==> config.mk <==
export PLATFORM = sky130hd
export DESIGN_NAME = sbsm_xlate
export DESIGN_NICKNAME = d
export VERILOG_FILES = /design/src/rtl/serial_bank_switch_mapper_unit_macros.svh /design/src/rtl/sbsm_pkg.sv /design/src/rtl/sbsm_xlate.sv
export SDC_FILE = /design/constraint.sdc
export NUM_CORES = 1
export LEC_CHECK = 0
export ABC_AREA = 0
export BUFFER_PORTS_ARGS = -buffer_cell sky130_fd_sc_hd__buf_2
export CORE_UTILIZATION = 25
export DETAILED_ROUTE_END_ITERATION = 7
export PLACE_DENSITY = 0.84
export SETUP_SLACK_MARGIN = 0.4
export SLEW_MARGIN = 30
export SYNTH_ARGS = -nofsm -noshare
export SYNTH_HDL_FRONTEND = slang
export SYNTH_SLANG_ARGS = --single-unit
==> constraint.sdc <==
create_clock -name vclk -period 2.53
set_clock_uncertainty 0.1 [all_clocks]
set_input_delay 0.506 -clock vclk [all_inputs]
set_output_delay 0.506 -clock vclk [all_outputs]
set_load 0.01 [all_outputs]
==> src/rtl/serial_bank_switch_mapper_unit_macros.svh <==
// Assertion macros for the serial bank switch mapper.
`ifndef SERIAL_BANK_SWITCH_MAPPER_UNIT_MACROS_SVH
`define SERIAL_BANK_SWITCH_MAPPER_UNIT_MACROS_SVH

// Same-cycle implication, sampled on clk, off during reset.
`define SBSM_ASSERT_NOW(name, ante, cons) \
    name: assert property (@(posedge clk) disable iff (!rst_n) (ante) |-> (cons)) \
        else $error("%m: same-cycle check failed");

// Next-cycle implication, sampled on clk, off during reset.
`define SBSM_ASSERT_NEXT(name, ante, cons) \
    name: assert property (@(posedge clk) disable iff (!rst_n) (ante) |=> (cons)) \
        else $error("%m: next-cycle check failed");

`endif

==> src/rtl/sbsm_pkg.sv <==
// Shared types and constants of the serial bank switch mapper.
`default_nettype none

package sbsm_pkg;

    localparam int RAM_DEPTH_DEF = 8192;
    localparam int ADDR_W        = 16;
    localparam int DATA_W        = 8;
    localparam int MAP_W         = 18;

    // Access kinds
    typedef enum logic [1:0] {
        OP_CPU_RD = 2'd0,
        OP_CPU_WR = 2'd1,
        OP_PPU_RD = 2'd2,
        OP_PPU_WR = 2'd3
    } op_t;

    // Serial load targets, address bits 14:13
    typedef enum logic [1:0] {
        TGT_CONTROL = 2'd0,
        TGT_CHR_LOW = 2'd1,
        TGT_CHR_HIGH = 2'd2,
        TGT_PRG     = 2'd3
    } target_t;

    // Configuration register indexes
    localparam logic REG_PRG_COUNT = 1'b0;
    localparam logic REG_CHR_COUNT = 1'b1;

    localparam logic [4:0] CTRL_RESET = 5'h1C;
    localparam logic [4:0] CTRL_LOCK  = 5'h0C;
    localparam logic [1:0] MIRROR_RESET = 2'd3;
    localparam logic [4:0] PRG_COUNT_RESET = 5'd16;

    typedef struct packed {
        op_t                op;
        logic [ADDR_W-1:0]  addr;
        logic [DATA_W-1:0]  wdata;
    } item_t;

    typedef struct packed {
        logic [4:0] control;
        logic [4:0] chr_low;
        logic [4:0] chr_high;
        logic [4:0] chr_8k;
        logic [2:0] prg_32k;
        logic [3:0] prg_low;
        logic [3:0] prg_high;
        logic [1:0] mirror;
    } banks_t;

    typedef struct packed {
        logic              handled;
        logic              to_ram;
        logic [MAP_W-1:0]  rom_offset;
        logic [DATA_W-1:0] read_data;
        logic [1:0]        mirror_mode;
    } result_t;

    // Work RAM window 0x6000-0x7FFF
    function automatic logic in_work_ram(input logic [ADDR_W-1:0] a);
        return a[15:13] == 3'b011;
    endfunction

endpackage

`default_nettype wire

==> src/rtl/sbsm_xlate.sv <==
// Address translation and result formation for one access.
`default_nettype none

module sbsm_xlate
    import sbsm_pkg::*;
(
    input  wire item_t             item,
    input  wire banks_t            banks,
    input  wire logic [5:0]        chr_bank_count,
    input  wire logic [DATA_W-1:0] ram_rdata,
    input  wire logic [1:0]        mirror_next,
    output result_t                res
);

    logic ram_hit;

    assign ram_hit = in_work_ram(item.addr);

    // Decode the access and pick the bank
    always_comb
    begin
        res             = '0;
        res.mirror_mode = mirror_next;
        case (item.op)
            OP_CPU_RD:
            begin
                if (ram_hit)
                begin
                    res.handled   = 1'b1;
                    res.to_ram    = 1'b1;
                    res.read_data = ram_rdata;
                end
                else if (item.addr[15])
                begin
                    res.handled = 1'b1;
                    if (banks.control[3])
                        res.rom_offset = {(item.addr[14] ? banks.prg_high : banks.prg_low),
                                          item.addr[13:0]};
                    else
                        res.rom_offset = {banks.prg_32k, item.addr[14:0]};
                end
            end
            OP_CPU_WR:
            begin
                res.handled = ram_hit;
                res.to_ram  = ram_hit;
            end
            OP_PPU_RD, OP_PPU_WR:
            begin
                if (item.addr[15:13] == 3'd0)
                begin
                    res.handled = 1'b1;
                    if (chr_bank_count == 6'd0)
                        res.rom_offset = MAP_W'(item.addr);
                    else if (item.op == OP_PPU_RD)
                    begin
                        if (banks.control[4])
                            res.rom_offset = MAP_W'({(item.addr[12] ? banks.chr_high
                                                                     : banks.chr_low),
                                                     item.addr[11:0]});
                        else
                            res.rom_offset = {banks.chr_8k, item.addr[12:0]};
                    end
                end
            end
            default:
                res = '0;
        endcase
    end

endmodule

`default_nettype wire
* Word level (Yosys, flattened, before mapping)
Cells that the tools add are included.
Widths: inputs -> output; s select.
** Word-level totals
- Bits in registers :: 0
- Output and inout bits :: 30
- Input bits :: 75
- Word-level logic and storage cells :: 26
** Operators by class
- Reduce and logical (&&, ||, !) cells :: 4
- Eq/ne operators :: 4
- Muxes and demuxes :: 18
** Operators by type and width (count)
- $mux 18 :: 7
- $pmux 18 s2 :: 1
- $mux 8 :: 2
- $logic_not 6->1 :: 1
- $mux 5 :: 1
- $eq 2x2->1 const B :: 2
- $mux 1 :: 4
- $mux 4 :: 1
- $eq 3x2->1 const B :: 1
- $logic_not 3->1 :: 1
- $pmux 1 s3 :: 1
- $eq 2x1->1 const B :: 1
- $logic_not 2->1 :: 1
- $pmux 1 s2 :: 1
- $reduce_or 2->1 :: 1

* Depth between registers and ports, before layout
Gate-level depths: netlist of run 1.
- Word-level depth :: 6
- Gate-level depth with buffers :: 6
- Depth with buffers taken out :: 4

* Least setup slack after synthesis of run 1
No wires, ideal clock.
- Path kind :: input to output
- Start :: input item[22] (netlist name)
- End :: output res[27] (netlist name)
- Data arrival time :: 1849 ps
- Stages :: 4
- Path slack :: 75 ps
- Data required time :: 1924 ps
- Path buffers :: 1
- Path through :: buf_6 -> or4b_4 -> or4b_1 -> a21oi_1
** RTL lines
- start: declaration :: line sbsm_xlate.sv:7 : input wire item_t item,
- end: declaration :: line sbsm_xlate.sv:12 : output result_t res

==> results.cfg, run 1 <==
[synthesis]
synth_top_family_by_area = simple AND/OR/NAND/NOR gates
synthDistinctLibCells = 24
synth-warning-count = 0
avgSynthCellArea_um2 = 6.24
synth_compound_area_share_pct = 21.3
synth_area_leader_cell = mux2i_1
synth_top_area_share_pct = 16.2
ys_seq_area_share_pct = 0
netlist_top_cells_area = mux2i_1 (16%), nor2b_1 (15%), and2_1 (10%)
syn_nets = 154
synthAdderAreaFrac_pct = 0
synthSimpleGateAreaFrac_pct = 51.0
synth.area.mux_share_pct = 16.2
synth_xor_xnor_area_share_pct = 0
syn_area_um2 = 493
syn_inst = 79

[floorplanning]
start_util_pct = 27.6
rows = 15
io_pins = 105
core_um2 = 1780
die_w_um = 46.4
die_height_um = 46.4
dieArea_um2 = 2150

[global_routing]
grt_pass1_vias = 735
gr-total-overflow = 0
track_usage_pct = 18.6
antenna_found_initial = 0
grt_start_max_net_pins = 13
grt_pass1_wl_mm = 3.00

[pwr]
vdd_ir_drop_max_mv = 0.0645
finalPower_uw = 160
power.density_nw_per_um2 = 130
p_leak_uw = 0.000703

[min_path]
hold_path_class = in2out

[final_layout]
multiInputGateArea_um2 = 606
nFlopsAndLatches = 0
drive_gt1_share_pct = 70.5
fillers = 132
num-clock-buffers = 0
regArea_um2 = 0
area_delta_synth_final_pct = 150
final_common_cell = buf_2
finalNetCount = 243
diodes = 0
mostFrequentLayoutCells = buf_2 (74), buf_6 (14), nor2b_4 (12)

[critical_path]
startpoint_type = primary input
path_cells = buf_2 > or4b_4 > or4b_4 > a21oi_2 > buf_2
crit_family = simple AND/OR/NAND/NOR gates
end_kind = output pin
arrival_ns = 1.94
required_ns = 1.92
cpMaxStageDelayCell = or4b_4
path_max_fanout = 5
path_buf_inv = 2
slowest_delay_ns = 0.55
critPathKind = in2out

[drt]
vias_per_cell = 4.68
wirelength_mm = 2.30
dr.pass1.iters = 4
post_drt_wl_per_cell_um = 12.0
drt_iter0_drc = 8
post-route-drc-count = 0
ant_nets = 0
vias = 894

[sta]
clock.fmax_ghz = 0.393
max_slew.worst_pin.slew_ns = 0.384
grt_setup_unrepaired = true
worst_slack_ns = -0.0149
setup_violations = 1
finalHoldViolations = 0
finalCritPeriodShare_pct = 101
period_needed_ns = 2.54
relSlewSlack_pct = 74.2
final-max-slew-violation-count = 0

[place]
dp_worst_setup_slack_ns = -0.0644
port_buffers = 88
gp_congestion = 0.754
dp_hpwl_mm = 1.87

[clocking]
cts_hold_buffers = 0

[outcome]
status = complete, but fails checks
violations = negative setup slack

[run]
drv_cap = 0
## logic make-up after synthesis
group,Yosys count
AND/OR/NAND/NOR,42
AO/OA/AOI/OAI,18
buffers and inverters,11
multiplexers,8
## cell usage after synthesis (2+ instances only)
master / n
and2_1: 8
o32ai_1: 2
mux2i_1: 8
nor2b_1: 12
a21oi_1: 6
clkbuf_1: 3
nor2_1: 4
nand2_1: 7
inv_1: 5
nand3_1: 2
o21ai_0: 6
buf_4: 2
o22ai_1: 3
## path summary, 6_finish.rpt
check	from	end	cells past startpoint
worst max-delay path	item[21]	res[27]	5
worst min-delay path	mirror_next[1]	res[1]	0
## what timing repair did
| action | CTS | global route |
|---|---|---|
| gates cloned | 0 | 0 |
| pin swaps | 4 | 2 |
| endpoints found under the setup margin | 18 | 26 |
| resized for setup | 17 | 0 |
| setup buffers | 1 | 1 |
## metal layers
metal | GRT usage (%) | share of wire, %
met5 | 0 | 0
met4 | 2.94 | 1.1
met3 | 1.57 | 7.6
met2 | 38.6 | 56
met1 | 19.6 | 35
## through the flow
stage,util [%],cell area [um^2],cells,setup TNS (ns),hold WS [ns]
detailed placement,62.7,1120,189,-0.193,0.912
floorplan,-,662,79,0,0.938
global placement,62.7,1120,189,-0.0231,0.912
global route,69.2,1230,191,-0.0316,0.912
CTS,68.8,1230,190,-0.0135,0.912
finish,69.2,1230,191,-0.0149,0.912
## power breakdown
part           internal, uW  total (uW)  switching [uW]  leakage (uW)
logic                  90.3         160            69.7      0.000703
registers                 0           0               0             0
clock network             0           0               0             0
## area by class of cell
type,count,share of cell area (%)
timing repair buffer,93,46.9
inverter,5,1.52
tap,25,2.54
multi-input combinational,68,49.1
Note: power is estimated with default switching activity, not from simulation.
==> run 2: changes to the inputs <==
- BUFFER_PORTS_ARGS: -buffer_cell sky130_fd_sc_hd__buf_2 -> default
- CAP_MARGIN: default -> 15
- CORE_AREA: default -> 2 2 41 43
- CORE_UTILIZATION: 25 -> default
- DIE_AREA: default -> 0 0 43 45
- DONT_BUFFER_PORTS: default -> 1
- PLACE_DENSITY: 0.84 -> default
==> results.cfg, run 2 (synthesis results as in run 1) <==
[critical_path]
path_max_fanout = 5
crit_cells = 3
critPathKind = in2out
startpoint_type = primary input
arrival_ns = 1.76
worstSetupEndpoint = res[27]
path_cells = or4b_4 > or4b_4 > a21oi_4
cpMaxStageDelayCell = or4b_4
slowest_delay_ns = 0.56
path_buf_inv = 0
crit_family = simple AND/OR/NAND/NOR gates
end_kind = output pin
required_ns = 1.92
startpoint = item[21]
crit_top_cell = or4b_4

[global_routing]
grt_pass1_wl_mm = 2.24
grt_pass1_vias = 537
track_usage_pct = 14.5
antenna_found_initial = 0
gr-total-overflow = 0
grt_start_max_net_pins = 12

[sta]
clock.fmax_ghz = 0.424
max_slew.worst_pin.slew_ns = 0.372
worst_slack_ns = 0.169
finalHoldViolations = 0
setup_violations = 0
finalHoldWorstSlack_ns = 0.912
final-max-slew-violation-count = 0
relSlewSlack_pct = 74.9
grt_setup_unrepaired = true
tns_ns = 0
finalCritPeriodShare_pct = 93.3
period_needed_ns = 2.36

[pwr]
p_leak_uw = 0.000321
vdd_ir_drop_max_mv = 0.0540
power.density_nw_per_um2 = 121
finalPower_uw = 91.0

[floorplanning]
start_util_pct = 33.5
core_um2 = 1470
dieArea_um2 = 1940
rows = 14
io_pins = 105
die_w_um = 43
die_height_um = 45

[place]
dp_hpwl_mm = 1.27
dp_worst_setup_slack_ns = 0.130
gp_congestion = 0.731
port_buffers = 0
place_inst = 90

[drt]
vias = 555
drt_iter0_drc = 2
post-route-drc-count = 0
vias_per_cell = 5.90
dr.pass1.iters = 4
wirelength_mm = 1.45
ant_nets = 0
post_drt_wl_per_cell_um = 15.4

[outcome]
status = complete, no violations

[final_layout]
diodes = 0
fin_cells = 94
mostFrequentLayoutCells = nor2b_4 (12), mux2i_1 (8), and2_1 (8)
drive_gt1_share_pct = 39.7
regArea_um2 = 0
nFlopsAndLatches = 0
num-clock-buffers = 0
finalNetCount = 155
final_common_cell = nor2b_4
area_delta_synth_final_pct = 52.0

[run]
drv_cap = 0

[min_path]
hold_path_class = in2out
whs_path_depth = 0

[clocking]
cts_hold_buffers = 0
[run 2: changes by cell type in the layout (fill, tap and decap cells not counted)]
cell,previous run,this run
buf_2,74,0
a21oi_4,0,1
buf_6,14,1
buf_4,4,2
o32ai_2,0,1
a21oi_1,4,3
bufbuf_16,0,1
o22ai_2,1,0
o32ai_1,1,0
o22ai_4,2,3
[run 2: worst min path at each step]
stage          slack, ns       to           start
2_1_floorplan       0.94  res[27]        item[24]
3_3_place_gp        0.91   res[0]  mirror_next[0]
3_5_place_dp        0.91   res[0]  mirror_next[0]
4_1_cts             0.91   res[0]  mirror_next[0]
5_1_grt             0.91   res[0]  mirror_next[0]
6_report            0.91   res[0]  mirror_next[0]
[run 2: cell type report]
class                           instances  area [um^2]
Fill cell                             140          722
Inverter                                5         18.8
Multi-Input combinational cell         68          632
Tap cell                               16         20.0
Timing Repair Buffer                    5         78.8
[run 2: per-layer routing]
metal | routed length, um | track usage (%) | up-vias
met5 | 0 | 0 | -
met4 | 0 | 0 | 0
met3 | 164 | 0.400 | 0
met2 | 738 | 28.5 | 51
met1 | 547 | 18.8 | 231
li1 | - | - | 273
[run 2: report_power, final]
group          internal, uW  leakage (uW)  switching (uW)
Clock                     0             0               0
Sequential                0             0               0
Combinational          48.6      0.000321            42.4
Total                  48.6      0.000321            42.4
[run 2: timing repair]
item,in CTS,in global routing
resized for setup,7,1
pin swaps,5,2
buffers inserted,2,1
endpoints found under the hold margin,0,0
setup endpoints to repair,18,18
gates cloned,1,0
[run 2: through the flow]
step / util [%] / instance area [um^2]
global placement: 44.2 / 651
CTS: 50.2 / 738
detailed placement: 44.2 / 651
floorplan: - / 662
global route: 50.9 / 749
finish: 50.9 / 749
==> run 3: changes to the inputs <==
- MAX_ROUTING_LAYER: default -> met4
- RECOVER_POWER: default -> 25
==> results.cfg, run 3 (synthesis results as in run 1) <==
[final_layout]
regArea_um2 = 0
fillers = 140
finalNetCount = 155
mostFrequentLayoutCells = nor2b_4 (12), mux2i_1 (8), nand2_1 (7)
drive_gt1_share_pct = 39.7
multiInputGateArea_um2 = 632
nFlopsAndLatches = 0
diodes = 0
area_delta_synth_final_pct = 52.0
fin_cells = 94
num-clock-buffers = 0
final_common_cell = nor2b_4

[sta]
grt_setup_unrepaired = true
tns_ns = 0
relSlewSlack_pct = 74.9
period_needed_ns = 2.36
final-max-slew-violation-count = 0
setup_violations = 0
finalHoldWorstSlack_ns = 0.912
finalCritPeriodShare_pct = 93.3
finalHoldViolations = 0
max_slew.worst_pin.slew_ns = 0.372
clock.fmax_ghz = 0.424

[place]
dp_hpwl_mm = 1.27
place_inst = 90
gp_congestion = 0.740
port_buffers = 0

[pwr]
finalPower_uw = 91.0
p_switching_uw = 42.4
vdd_ir_drop_max_mv = 0.0540
p_leak_uw = 0.000317
share_comb_of_total_power_pct = 100.0
seq_power_share_pct = 0
power.density_nw_per_um2 = 121
power.internal_uw = 48.5
swShare_pct = 46.7
clkPwrFrac_pct = 0

[floorplanning]
die_height_um = 45
io_pins = 105
rows = 14
start_util_pct = 33.5
die_w_um = 43
core_um2 = 1470
dieArea_um2 = 1940

[global_routing]
grt_pass1_vias = 537
gr-usage-met1_pct = 18.8
grtUsageMet3_pct = 0.400
gr-total-overflow = 0
track_usage_pct = 14.9
antenna_found_initial = 0
grt_use_met2_pct = 28.5
grt_start_max_net_pins = 12
top_usage_layer = met2
grt_pass1_wl_mm = 2.24

[drt]
dr.pass1.iters = 4
vias = 555
post_drt_wl_per_cell_um = 15.4
post-route-drc-count = 0
vias_per_cell = 5.90
drt_iter0_drc = 2
ant_nets = 0
wirelength_mm = 1.45

[critical_path]
cpMaxStageDelayCell = or4b_4
slowest_delay_ns = 0.56
critPathKind = in2out
arrival_ns = 1.76
path_max_fanout = 5
startpoint_type = primary input
required_ns = 1.92
end_kind = output pin
crit_top_cell = or4b_4
path_cells = or4b_4 > or4b_4 > a21oi_4

[run]
drv_cap = 0

[outcome]
status = complete, no violations

[min_path]
hold_path_class = in2out
## run 3: cell types whose count changed in the layout (fill, tap and decap cells not counted)
| cell | before | now |
|---|---|---|
| and2_0 | 0 | 4 |
| and2_1 | 8 | 4 |
## run 3: stage by stage
step / setup slack (ns) / instance area [um^2] / util [%]
2_1_floorplan: 0.0997 / 662 / -
3_5_place_dp: 0.130 / 651 / 44.2
4_1_cts: 0.154 / 738 / 50.2
5_1_grt: 0.145 / 749 / 50.9
3_3_place_gp: 0.134 / 651 / 44.2
6_report: 0.169 / 749 / 50.9
## run 3: final cells by class
cell class	instances	share of cell area, %
tap	16	2.67
inverter	5	2.50
multi-input combinational	68	84.3
timing repair buffer	5	10.5
## run 3: final timing paths
kind,start,to,slack (ns),cells past startpoint
worst max-delay path,item[21],res[27],0.17,3
worst min-delay path,mirror_next[0],res[0],0.91,0
## run 3: power groups by stage
| stage | Sequential (uW) | Combinational, uW | Clock [uW] |
|---|---|---|---|
| after global placement | 0 | 76.8 | 0 |
| final | 0 | 91.0 | 0 |
| after global routing | 0 | 98.1 | 0 |
| after floorplan | 0 | 80.0 | 0 |
| after CTS | 0 | 89.8 | 0 |
| after detailed placement | 0 | 77.3 | 0 |
## run 3: per-layer routing
| metal | part of all wire [%] | up-vias |
|---|---|---|
| met1 | 38 | 231 |
| met2 | 51 | 51 |
| li1 | - | 273 |
| met3 | 11 | 0 |
| met5 | 0 | - |
| met4 | 0 | 0 |
## run 3: worst max-delay path, delay by kind of cell
family | cells | cell delay, ns
compound gates | 1 | 0.17
simple gates | 2 | 1.08
## run 3: repair_timing
| item | CTS | global route |
|---|---|---|
| hold buffers | 0 | 0 |
| buffers inserted | 2 | 1 |
| setup endpoints to repair | 18 | 18 |
| cloned | 1 | 0 |
| resized for setup | 7 | 1 |
| pin swaps | 5 | 2 |
