File: config.mk
export PLATFORM = sky130hd
export DESIGN_NAME = sbsm_regs
export DESIGN_NICKNAME = d
export VERILOG_FILES = /design/src/rtl/serial_bank_switch_mapper_unit_macros.svh /design/src/rtl/sbsm_pkg.sv /design/src/rtl/sbsm_regs.sv
export SDC_FILE = /design/constraint.sdc
export NUM_CORES = 1
export LEC_CHECK = 0
export BUFFER_PORTS_ARGS = -buffer_cell sky130_fd_sc_hd__buf_4
export CORE_MARGIN = 10
export CORE_UTILIZATION = 54
export CTS_BUF_LIST = sky130_fd_sc_hd__clkbuf_4 sky130_fd_sc_hd__clkbuf_8
export DETAILED_ROUTE_END_ITERATION = 8
export PLACE_DENSITY_LB_ADDON = 0.12
export SLEW_MARGIN = 20
export SYNTH_ARGS = -nofsm -noshare
export SYNTH_HDL_FRONTEND = slang
export SYNTH_SLANG_ARGS = --single-unit
File: constraint.sdc
create_clock -name clk -period 5.38 [get_ports clk]
set_clock_uncertainty 0.15 [all_clocks]
set_input_delay 0 -clock clk [delete_from_list [all_inputs] [get_ports clk]]
set_output_delay 0 -clock clk [all_outputs]
set_load 0.02 [all_outputs]
File: src/rtl/serial_bank_switch_mapper_unit_macros.svh
// Assertion macros for the serial bank switch mapper.
`ifndef SERIAL_BANK_SWITCH_MAPPER_UNIT_MACROS_SVH
`define SERIAL_BANK_SWITCH_MAPPER_UNIT_MACROS_SVH

// Same-cycle implication, sampled on clk, off during reset.
`define SBSM_ASSERT_NOW(name, ante, cons) \
    name: assert property (@(posedge clk) disable iff (!rst_n) (ante) |-> (cons)) \
        else $error("%m: same-cycle check failed");

// Next-cycle implication, sampled on clk, off during reset.
`define SBSM_ASSERT_NEXT(name, ante, cons) \
    name: assert property (@(posedge clk) disable iff (!rst_n) (ante) |=> (cons)) \
        else $error("%m: next-cycle check failed");

`endif

File: src/rtl/sbsm_pkg.sv
// Shared types and constants of the serial bank switch mapper.
`default_nettype none

package sbsm_pkg;

    localparam int RAM_DEPTH_DEF = 8192;
    localparam int ADDR_W        = 16;
    localparam int DATA_W        = 8;
    localparam int MAP_W         = 18;

    // Access kinds
    typedef enum logic [1:0] {
        OP_CPU_RD = 2'd0,
        OP_CPU_WR = 2'd1,
        OP_PPU_RD = 2'd2,
        OP_PPU_WR = 2'd3
    } op_t;

    // Serial load targets, address bits 14:13
    typedef enum logic [1:0] {
        TGT_CONTROL = 2'd0,
        TGT_CHR_LOW = 2'd1,
        TGT_CHR_HIGH = 2'd2,
        TGT_PRG     = 2'd3
    } target_t;

    // Configuration register indexes
    localparam logic REG_PRG_COUNT = 1'b0;
    localparam logic REG_CHR_COUNT = 1'b1;

    localparam logic [4:0] CTRL_RESET = 5'h1C;
    localparam logic [4:0] CTRL_LOCK  = 5'h0C;
    localparam logic [1:0] MIRROR_RESET = 2'd3;
    localparam logic [4:0] PRG_COUNT_RESET = 5'd16;

    typedef struct packed {
        op_t                op;
        logic [ADDR_W-1:0]  addr;
        logic [DATA_W-1:0]  wdata;
    } item_t;

    typedef struct packed {
        logic [4:0] control;
        logic [4:0] chr_low;
        logic [4:0] chr_high;
        logic [4:0] chr_8k;
        logic [2:0] prg_32k;
        logic [3:0] prg_low;
        logic [3:0] prg_high;
        logic [1:0] mirror;
    } banks_t;

    typedef struct packed {
        logic              handled;
        logic              to_ram;
        logic [MAP_W-1:0]  rom_offset;
        logic [DATA_W-1:0] read_data;
        logic [1:0]        mirror_mode;
    } result_t;

    // Work RAM window 0x6000-0x7FFF
    function automatic logic in_work_ram(input logic [ADDR_W-1:0] a);
        return a[15:13] == 3'b011;
    endfunction

endpackage

`default_nettype wire

File: src/rtl/sbsm_regs.sv
// Serial loader and bank registers.
`default_nettype none

module sbsm_regs
    import sbsm_pkg::*;
(
    input  wire logic       clk,
    input  wire logic       rst_n,
    input  wire logic       upd,
    input  wire item_t      item,
    input  wire logic [4:0] prg_bank_count,
    output banks_t          banks,
    output logic [1:0]      mirror_next
);

    banks_t     banks_reg, banks_next;
    logic [4:0] shift_reg, shift_next;
    logic [2:0] count_reg, count_next;
    logic [4:0] v;
    logic [2:0] cnt_inc;
    logic [3:0] last_bank;

    assign last_bank = 4'(prg_bank_count - 5'd1);
    assign v         = {item.wdata[0], shift_reg[4:1]};
    assign cnt_inc   = count_reg + 3'd1;

    // Work out the register file after one serial write
    always_comb
    begin
        banks_next = banks_reg;
        shift_next = shift_reg;
        count_next = count_reg;
        if (upd && item.op == OP_CPU_WR && item.addr[15])
        begin
            if (item.wdata[7])
            begin
                shift_next = '0;
                count_next = '0;
                banks_next.control = banks_reg.control | CTRL_LOCK;
            end
            else if (cnt_inc == 3'd5)
            begin
                shift_next = '0;
                count_next = '0;
                case (target_t'(item.addr[14:13]))
                    TGT_CONTROL:
                    begin
                        banks_next.control = v;
                        banks_next.mirror  = v[1:0];
                    end
                    TGT_CHR_LOW:
                    begin
                        if (banks_reg.control[4])
                            banks_next.chr_low = v;
                        else
                            banks_next.chr_8k = {v[4:1], 1'b0};
                    end
                    TGT_CHR_HIGH:
                    begin
                        if (banks_reg.control[4])
                            banks_next.chr_high = v;
                    end
                    TGT_PRG:
                    begin
                        case (banks_reg.control[3:2])
                            2'd2:
                            begin
                                banks_next.prg_low  = '0;
                                banks_next.prg_high = v[3:0];
                            end
                            2'd3:
                            begin
                                banks_next.prg_low  = v[3:0];
                                banks_next.prg_high = last_bank;
                            end
                            default:
                                banks_next.prg_32k = v[3:1];
                        endcase
                    end
                    default:
                        banks_next = banks_reg;
                endcase
            end
            else
            begin
                shift_next = v;
                count_next = cnt_inc;
            end
        end
    end

    // Hold state between words
    always_ff @(posedge clk or negedge rst_n)
    begin
        if (!rst_n)
        begin
            banks_reg <= '{control: CTRL_RESET, chr_low: '0, chr_high: '0, chr_8k: '0,
                           prg_32k: '0, prg_low: '0,
                           prg_high: 4'(PRG_COUNT_RESET - 5'd1), mirror: MIRROR_RESET};
            shift_reg <= '0;
            count_reg <= '0;
        end
        else
        begin
            banks_reg <= banks_next;
            shift_reg <= shift_next;
            count_reg <= count_next;
        end
    end

    assign banks       = banks_reg;
    assign mirror_next = banks_next.mirror;

endmodule

`default_nettype wire

### After elaboration in Yosys (flattened, before gate mapping)

Cells that the tools add are included.

* add/sub/neg operators: 2
* equal/unequal tests: 7
* multiplexer cells: 19
* bitwise operators: 3
* reduce and logical (&&, ||, !) cells: 14

Operators with widths (number)
* 5-bit 2-to-1 mux: 8
* 32-bit 2-to-1 mux: 1
* 5-bit AND reduction: 5
* 8-bit one-hot mux with 2 select lines: 1
* 11-bit 2-to-1 mux: 1
* 3-bit 2-to-1 mux: 3
* 2-bit == test, second input constant: 4
* 4-bit 2-to-1 mux: 2
* 2-bit 2-to-1 mux: 3
* 2-bit nonzero test: 3
* 2-bit by 1-bit == test with 1-bit output, second input constant: 2
* 4-bit AND reduction: 1
* 4-bit by 1-bit subtractor with 4-bit output, second input constant: 1
* 3-bit by 1-bit adder with 3-bit output, second input constant: 1
* 3-bit == test, second input constant: 1
* 1-bit NOT: 3
* 3-bit AND reduction: 1
* 1-bit logical AND: 2
* 2-bit logical NOT: 1
* 2-bit OR reduction: 1

* register bits: 40
* logic and storage cells: 56

### Logic depth before layout (Yosys ltp)

Gate-level depths: netlist of the first run.

* depth after elaboration: 7
* gate-level depth with buffers: 6

### Worst setup path after synthesis of the first run

No wires, ideal clock.

* path kind: register to register
* from: reg count_reg[0]
* to: reg banks_reg, in the netlist banks[23]
* data arrival time: 1.929 ns
* slack: 3.176 ns
* cell stages (with the launch flop): 7
* clock period less this slack: 2.204 ns
* path through: dfrtp_1 ha_1 xor2_2 nand4_2 or4b_4 buf_6 mux2_4

* cells in the longest elaborated chain, start to end: 3

RTL lines
* start, declared: RTL line sbsm_regs.sv:18 `logic [2:0] count_reg, count_next;`
* start signal, assigned: RTL line sbsm_regs.sv:107 `count_reg <= count_next;`
* 3-bit by 1-bit adder with 3-bit output: RTL line sbsm_regs.sv:25 `assign cnt_inc = count_reg + 3'd1;`
* 3-bit == test: RTL line sbsm_regs.sv:41 `else if (cnt_inc == 3'd5)`
* 5-bit AND reduction (no line)
* end signal, assigned: RTL line sbsm_regs.sv:97 `banks_reg <= '{control: CTRL_RESET, chr_low: '0, chr_high: '0, chr_8k: '0,`
* end signal, assigned: RTL line sbsm_regs.sv:105 `banks_reg <= banks_next;`
* end, declared: RTL line sbsm_regs.sv:16 `banks_t banks_reg, banks_next;`

No other way between the ends.
A chain may end at the register's enable or synchronous reset.

### Worst setup path in the final report of the first run

* from: reg count_reg[0]
* to: out mirror_next[1]

* cells in the longest elaborated chain, start to end: 5

RTL lines
* 3-bit by 1-bit adder with 3-bit output: RTL line sbsm_regs.sv:25
* 3-bit == test: RTL line sbsm_regs.sv:41
* 32-bit 2-to-1 mux: RTL line sbsm_regs.sv:41
* 2-bit 2-to-1 mux: RTL line sbsm_regs.sv:35 `if (item.wdata[7])`
* 2-bit 2-to-1 mux: RTL line sbsm_regs.sv:33 `if (upd && item.op == OP_CPU_WR && item.addr[15])`
* end, declared: RTL line sbsm_regs.sv:13 `output logic [1:0] mirror_next`

No other way between the ends. The select of a mux whose other input is x is not followed.

==> flow_metrics.env, run 1 <==
export IMPL_cap_violations=0
export IMPL_drt_wirelength_per_cell_um=16.0
export IMPL_pin_count=69
export IMPL_seq_area_frac_synth_pct=55.0
export IMPL_dp_cells=229
export IMPL_synth_commonest_cells="30 x dfrtp_1, 19 x mux2_2, 13 x nand2_1, 9 x dfstp_2, 8 x o21ai_0"
export IMPL_grt_max_degree=40
export IMPL_fin_area_um2=2340
export IMPL_fin_crit_sh_pct=47.6
export IMPL_largest_reg_flops=32
export IMPL_drt_pass1_iter_count=4
export IMPL_ys_top_cells_by_area="dfrtp_1 42%, dfstp_2 13%, mux2_2 12%"
export IMPL_start_util_pct=57.4
export IMPL_port_buffers=47
export IMPL_preCtsSetupSlack_ps=3000
export IMPL_fin_setup_tns_ps=0
export IMPL_gp_congestion=0.768
export IMPL_multi_input_comb_area_um2=724
export IMPL_num_antenna_cells=0
export IMPL_min_period_ps=2560
export IMPL_viasPerCell=5.27
export IMPL_run_status="finished, violations left"
export IMPL_clk_latency_ps=340
export IMPL_grt_pass1_wl_um=6510
export IMPL_antenna_found_initial=0
export IMPL_track_usage_pct=13.6
export IMPL_rsz0062_at_grt="false"
export IMPL_synth_top_cell_area_share_pct=41.8
export IMPL_root_buffer="clkbuf_4"
export IMPL_post_cts_resized=0
export IMPL_fp_coreArea_um2=3130
export IMPL_hold_violations=4
export IMPL_syn_nets=187
export IMPL_ys_seq_elements=39
export IMPL_yosysWarningCount=0
export IMPL_peakVddDrop_mv=0.215
export IMPL_die_area_um2=6030
export IMPL_synth_edf_count=0
export IMPL_cp_data_required_time_ps=5230
export IMPL_layout_cells_non_filler=248
export IMPL_maxSlewHeadroom_pct=49.7
export IMPL_detail_route_antenna_nets=0
export IMPL_hold_class="input pin to asynchronous set/reset pin"
export IMPL_synth_largest_area_cell="dfrtp_1"
export IMPL_final_core_util_pct=74.9
export IMPL_fp_dieH_um=77.7
export IMPL_synth_cells=150
export IMPL_leakage_nw=1.16
export IMPL_drive_gt1_share_pct=44.6
export IMPL_critPathCaptureType="output pin"
export IMPL_clock_sinks=39
export IMPL_drt_total_wl_um=3960
export IMPL_p_per_area_nw_per_um2=265
export IMPL_drv_slew=0
export IMPL_ys_types=35
export IMPL_grt_pass1_vias=1319
export IMPL_grt_overflow_total=0
export IMPL_cts_htree_levels=2
export IMPL_post_cts_buffers=0
export IMPL_numCtsBuffers=5
export IMPL_critPathMaxFanout=5
export IMPL_row_count=20
export IMPL_setup_violations=0
export IMPL_fin_ws_ps=2820
export IMPL_nNetsFinal=240
export IMPL_regArea_um2=987
export IMPL_synth_main_ff_cell="dfrtp_1"
export IMPL_vias=1307
export IMPL_synthArstFlopShare_pct=100
export IMPL_cts_tree="built"
export IMPL_holdBufCountCts=11
export IMPL_place_area_um2=2150
export IMPL_clkSlewWorstSetupHoldPaths_ps=110
export IMPL_fmaxAchievable_mhz=390
export IMPL_cts_path_max_buffers=2
export IMPL_synthesis_area_um2=1800
export IMPL_fillers=221
export IMPL_route_detailed_drc=0
export IMPL_hpwlAfterDp_um=2920
export IMPL_hold_slack_ps=-3.55
export IMPL_area_growth_pct=30.5
export IMPL_yosys_cell_count_top_type="dfrtp_1"
export IMPL_cp_start_kind="register"
export IMPL_drt_iter0_markers=78
export IMPL_fp_dieW_um=77.7
export IMPL_critPathKind="register to output pin"
export IMPL_synth_avg_cell_area_um2=12.0
export IMPL_critPathArrivalTime_ps=2410
export IMPL_failed_checks="hold timing"
export IMPL_worst_pin_slew_ps=747
where the power goes:
group | internal, mW | leakage, nW | switching [mW]
Sequential | 0.309 | 0.505 | 0.0201
Clock | 0.110 | 0.0482 | 0.0893
Combinational | 0.0431 | 0.608 | 0.0496
cells by family (layout without fill, tap and decap cells):
group / Yosys count / after routing / share of synthesized area [%]
multiplexers: 24 / 24 / 16.1
XOR/XNOR: 3 / 3 / 1.88
adder cells (fa/ha/maj): 3 / 3 / 2.09
AND/OR/NAND/NOR: 40 / 40 / 12.5
flip-flops: 39 / 39 / 55.0
AO/OA/AOI/OAI: 21 / 21 / 7.60
other: 1 / 1 / 0.209
buffers and inverters: 19 / 73 / 4.67
worst paths after layout:
| path | slack [ps] | to | from | cells after the start |
|---|---|---|---|---|
| worst max-delay path | 2820 | mirror_next[1] | count_reg[0]$_DFFE_PN0N_ | 6 |
| worst min-delay path | -4 | banks[24]$_DFFE_PN0P_ | rst_n | 2 |
| worst max register to register | 2940 | shift_reg[4]$_DFFE_PN0N_ | count_reg[0]$_DFFE_PN0N_ | 5 |
| worst min register to register | 340 | banks[2]$_DFFE_PN1P_ | banks[2]$_DFFE_PN1P_ | 2 |
| max in group asynchronous | 4710 | banks[32]$_DFFE_PN1P_ | rst_n | 2 |
| min in group clk | 20 | banks[30]$_DFFE_PN1P_ | upd | 4 |
critical path, cell delays in order (launching register included):
cell	delay, ps
dfrtp_1	400
ha_1	240
xor2_2	270
nand3_1	120
or4_1	540
mux2_2	340
buf_4	160
cell usage in the layout, fill, tap and decap left out, types with 2 or more instances in the layout:
cell type,n
mux2_4,5
nand3b_1,2
dfrtp_1,30
dlygate4sd3_1,11
nor3_1,2
nor2_1,7
nand3_1,2
a21oi_1,3
and4b_1,2
dfstp_2,9
inv_1,7
nor4_1,4
xnor2_1,2
ha_1,3
or4_1,2
a22o_1,4
clkbuf_4,5
nand2_1,13
o21ai_0,8
buf_4,47
mux2_2,19
a211oi_1,3
stage by stage:
stage                     hold WS, ps  total power [mW]
after floorplan                  -446             0.385
after global placement           -169             0.414
after detailed placement         -162             0.418
after CTS                        10.2             0.627
after global routing             27.5             0.656
final                           -3.55             0.621
layer usage:
layer,wire [um],track usage (%),share of wire (%)
met1,1560,14.8,39
met2,2120,23.6,53
met3,245,5.65,6.2
met4,40,3.83,1.0
met5,0,0,0
layout make-up:
cell class	count	share of cell area, %
clock inverters	2	1.50
clock buffers	6	2.19
multi-input cells	92	30.9
repair buffers	58	19.8
flip-flops and latches	39	42.1
inverters	7	1.12
well taps	44	2.35
Power figures use the tool's default switching activity.
==> inputs of run 2 (changes only) <==
Settings changed: CORE_UTILIZATION 54 to 45.
Clock period 5.38 ns to 2.15 ns, I/O delays scaled along.
==> flow_metrics.env, run 2 (synthesis results as in run 1) <==
export IMPL_run_status="finished, violations left"
export IMPL_failed_checks="setup timing"
export IMPL_vias=1346
export IMPL_grt_max_degree=40
export IMPL_critPathKind="register to output pin"
export IMPL_fp_dieW_um=83.2
export IMPL_fin_ws_ps=-45.0
export IMPL_pin_count=69
export IMPL_grtUsageMet3_pct=4.88
export IMPL_critPathArrivalTime_ps=2050
export IMPL_multi_input_comb_area_um2=737
export IMPL_route_detailed_drc=0
export IMPL_cap_violations=0
export IMPL_use_met2_pct=20.8
export IMPL_grt_overflow_total=0
export IMPL_port_buffers=47
export IMPL_hold_slack_ps=16.8
export IMPL_setup_violations=7
export IMPL_grt_pass1_wl_um=7110
export IMPL_nNetsFinal=243
export IMPL_p_per_area_nw_per_um2=712
export IMPL_die_area_um2=6920
export IMPL_num_antenna_cells=0
export IMPL_p_comb_share_pct=15.4
export IMPL_hold_class="input pin to register"
export IMPL_viasPerCell=5.28
export IMPL_start_util_pct=47.6
export IMPL_gp_congestion=0.724
export IMPL_grt_pass1_vias=1475
export IMPL_clkSlewWorstSetupHoldPaths_ps=70
export IMPL_detail_route_antenna_nets=0
export IMPL_cp_data_required_time_ps=2000
export IMPL_critPathCaptureType="output pin"
export IMPL_drt_pass1_iter_count=4
export IMPL_regArea_um2=987
export IMPL_track_usage_pct=12.5
export IMPL_drt_total_wl_um=4160
export IMPL_critPathMaxFanout=3
export IMPL_antenna_found_initial=0
export IMPL_busiest_layer="met2"
export IMPL_area_growth_pct=33.9
export IMPL_root_buffer="clkbuf_8"
export IMPL_fp_dieH_um=83.2
export IMPL_cts_tree="built"
export IMPL_fin_crit_sh_pct=102
export IMPL_layout_commonest_cell="buf_4"
export IMPL_drive_gt1_share_pct=49.3
export IMPL_hpwlAfterDp_um=3080
export IMPL_drt_iter0_markers=57
export IMPL_row_count=22
export IMPL_min_period_ps=2200
export IMPL_switching_share_pct=25.1
export IMPL_design_power_total_mw=1.71
export IMPL_numCtsBuffers=5
export IMPL_hold_violations=0
export IMPL_pwr_share_clk_pct=36.2
export IMPL_fp_coreArea_um2=3770
export IMPL_clk_latency_ps=290
export IMPL_peakVddDrop_mv=0.634
export IMPL_cts_path_max_buffers=2
export IMPL_clock_sinks=39
export IMPL_power_switching_uw=430
export IMPL_seqPwrFrac_pct=48.4
export IMPL_fmaxAchievable_mhz=456
export IMPL_mostFrequentLayoutCells="54 x buf_4, 30 x dfrtp_1, 19 x mux2_2, 13 x nand2_1, 9 x dfstp_2"
export IMPL_cts_htree_levels=2
export IMPL_grt_use_met1_pct=13.7
export IMPL_internal_power_mw=1.28
export IMPL_drv_slew=0
export IMPL_leakage_nw=1.19
export IMPL_rsz0062_at_grt="true"
export IMPL_fillers=298
export IMPL_largest_reg_flops=32
export IMPL_drt_wirelength_per_cell_um=16.3
export IMPL_preCtsSetupSlack_ps=4.06
export IMPL_cp_start_kind="register"
==> run 2: cell types whose count changed in the layout (fill, tap and decap cells not counted), sizes merged <==
cell / change
buf: +7
dlygate4sd3: -4
==> run 2: path summary, 6_finish.rpt <==
kind	cells past startpoint	endpoint	slack, ps	startpoint
max in group asynchronous	2	banks[5]$_DFFE_PN1P_	1430	rst_n
max	6	mirror_next[1]	-50	count_reg[1]$_DFFE_PN0N_
min in group asynchronous	2	banks[24]$_DFFE_PN0P_	60	rst_n
min	4	banks[31]$_DFFE_PN1P_	20	item[25]
max reg2reg	6	banks[23]$_DFFE_PN0P_	-20	count_reg[1]$_DFFE_PN0N_
min reg2reg	2	banks[2]$_DFFE_PN1P_	340	banks[2]$_DFFE_PN1P_
==> run 2: worst max-delay path: stages, from the launching register on <==
cell	delay, ps
dfrtp_1	400
ha_2	200
xor2_2	140
nand3_1	100
or4_4	460
mux2_2	300
buf_4	160
==> run 2: per-layer routing <==
layer | wire length (um) | up-vias
li1 | - | 634
met1 | 1660 | 671
met2 | 2140 | 36
met3 | 293 | 5
met4 | 65 | 0
met5 | 0 | -
==> run 2: final cells by class <==
cell class,count,share of cell area [%]
multi-input combinational,92,30.7
clock buffer,6,3.44
clock inverter,2,1.46
inverter,7,1.09
tap,48,2.50
sequential,39,41.1
timing repair buffer,61,19.8
==> run 2: power by group through the flow <==
| stage | clock [mW] | combinational, mW | sequential (mW) |
|---|---|---|---|
| 3_3_place_gp | 0 | 0.221 | 0.839 |
| 2_1_floorplan | 0 | 0.138 | 0.827 |
| 6_report | 0.620 | 0.263 | 0.828 |
| 3_5_place_dp | 0 | 0.235 | 0.843 |
| 5_1_grt | 0.671 | 0.294 | 0.835 |
| 4_1_cts | 0.636 | 0.265 | 0.828 |
==> run 2: repair_timing <==
action / CTS / global route
hold buffers: 7 / 0
endpoints found under the setup margin: 6 / 9
buffers inserted: 2 / 0
hold endpoints to repair: 51 / 0
pin swaps: 1 / 0
gates resized for setup: 2 / 1
==> run 2: per-stage QoR <==
stage          setup TNS (ps)  instances  utilization (%)  area (um^2)
3_3_place_gp                0        238             58.1         2190
3_5_place_dp                0        238             58.1         2190
2_1_floorplan               0        150                -         1800
5_1_grt                  -677        255             63.7         2400
4_1_cts                  -188        255             63.6         2400
6_report                 -158        255             63.7         2400
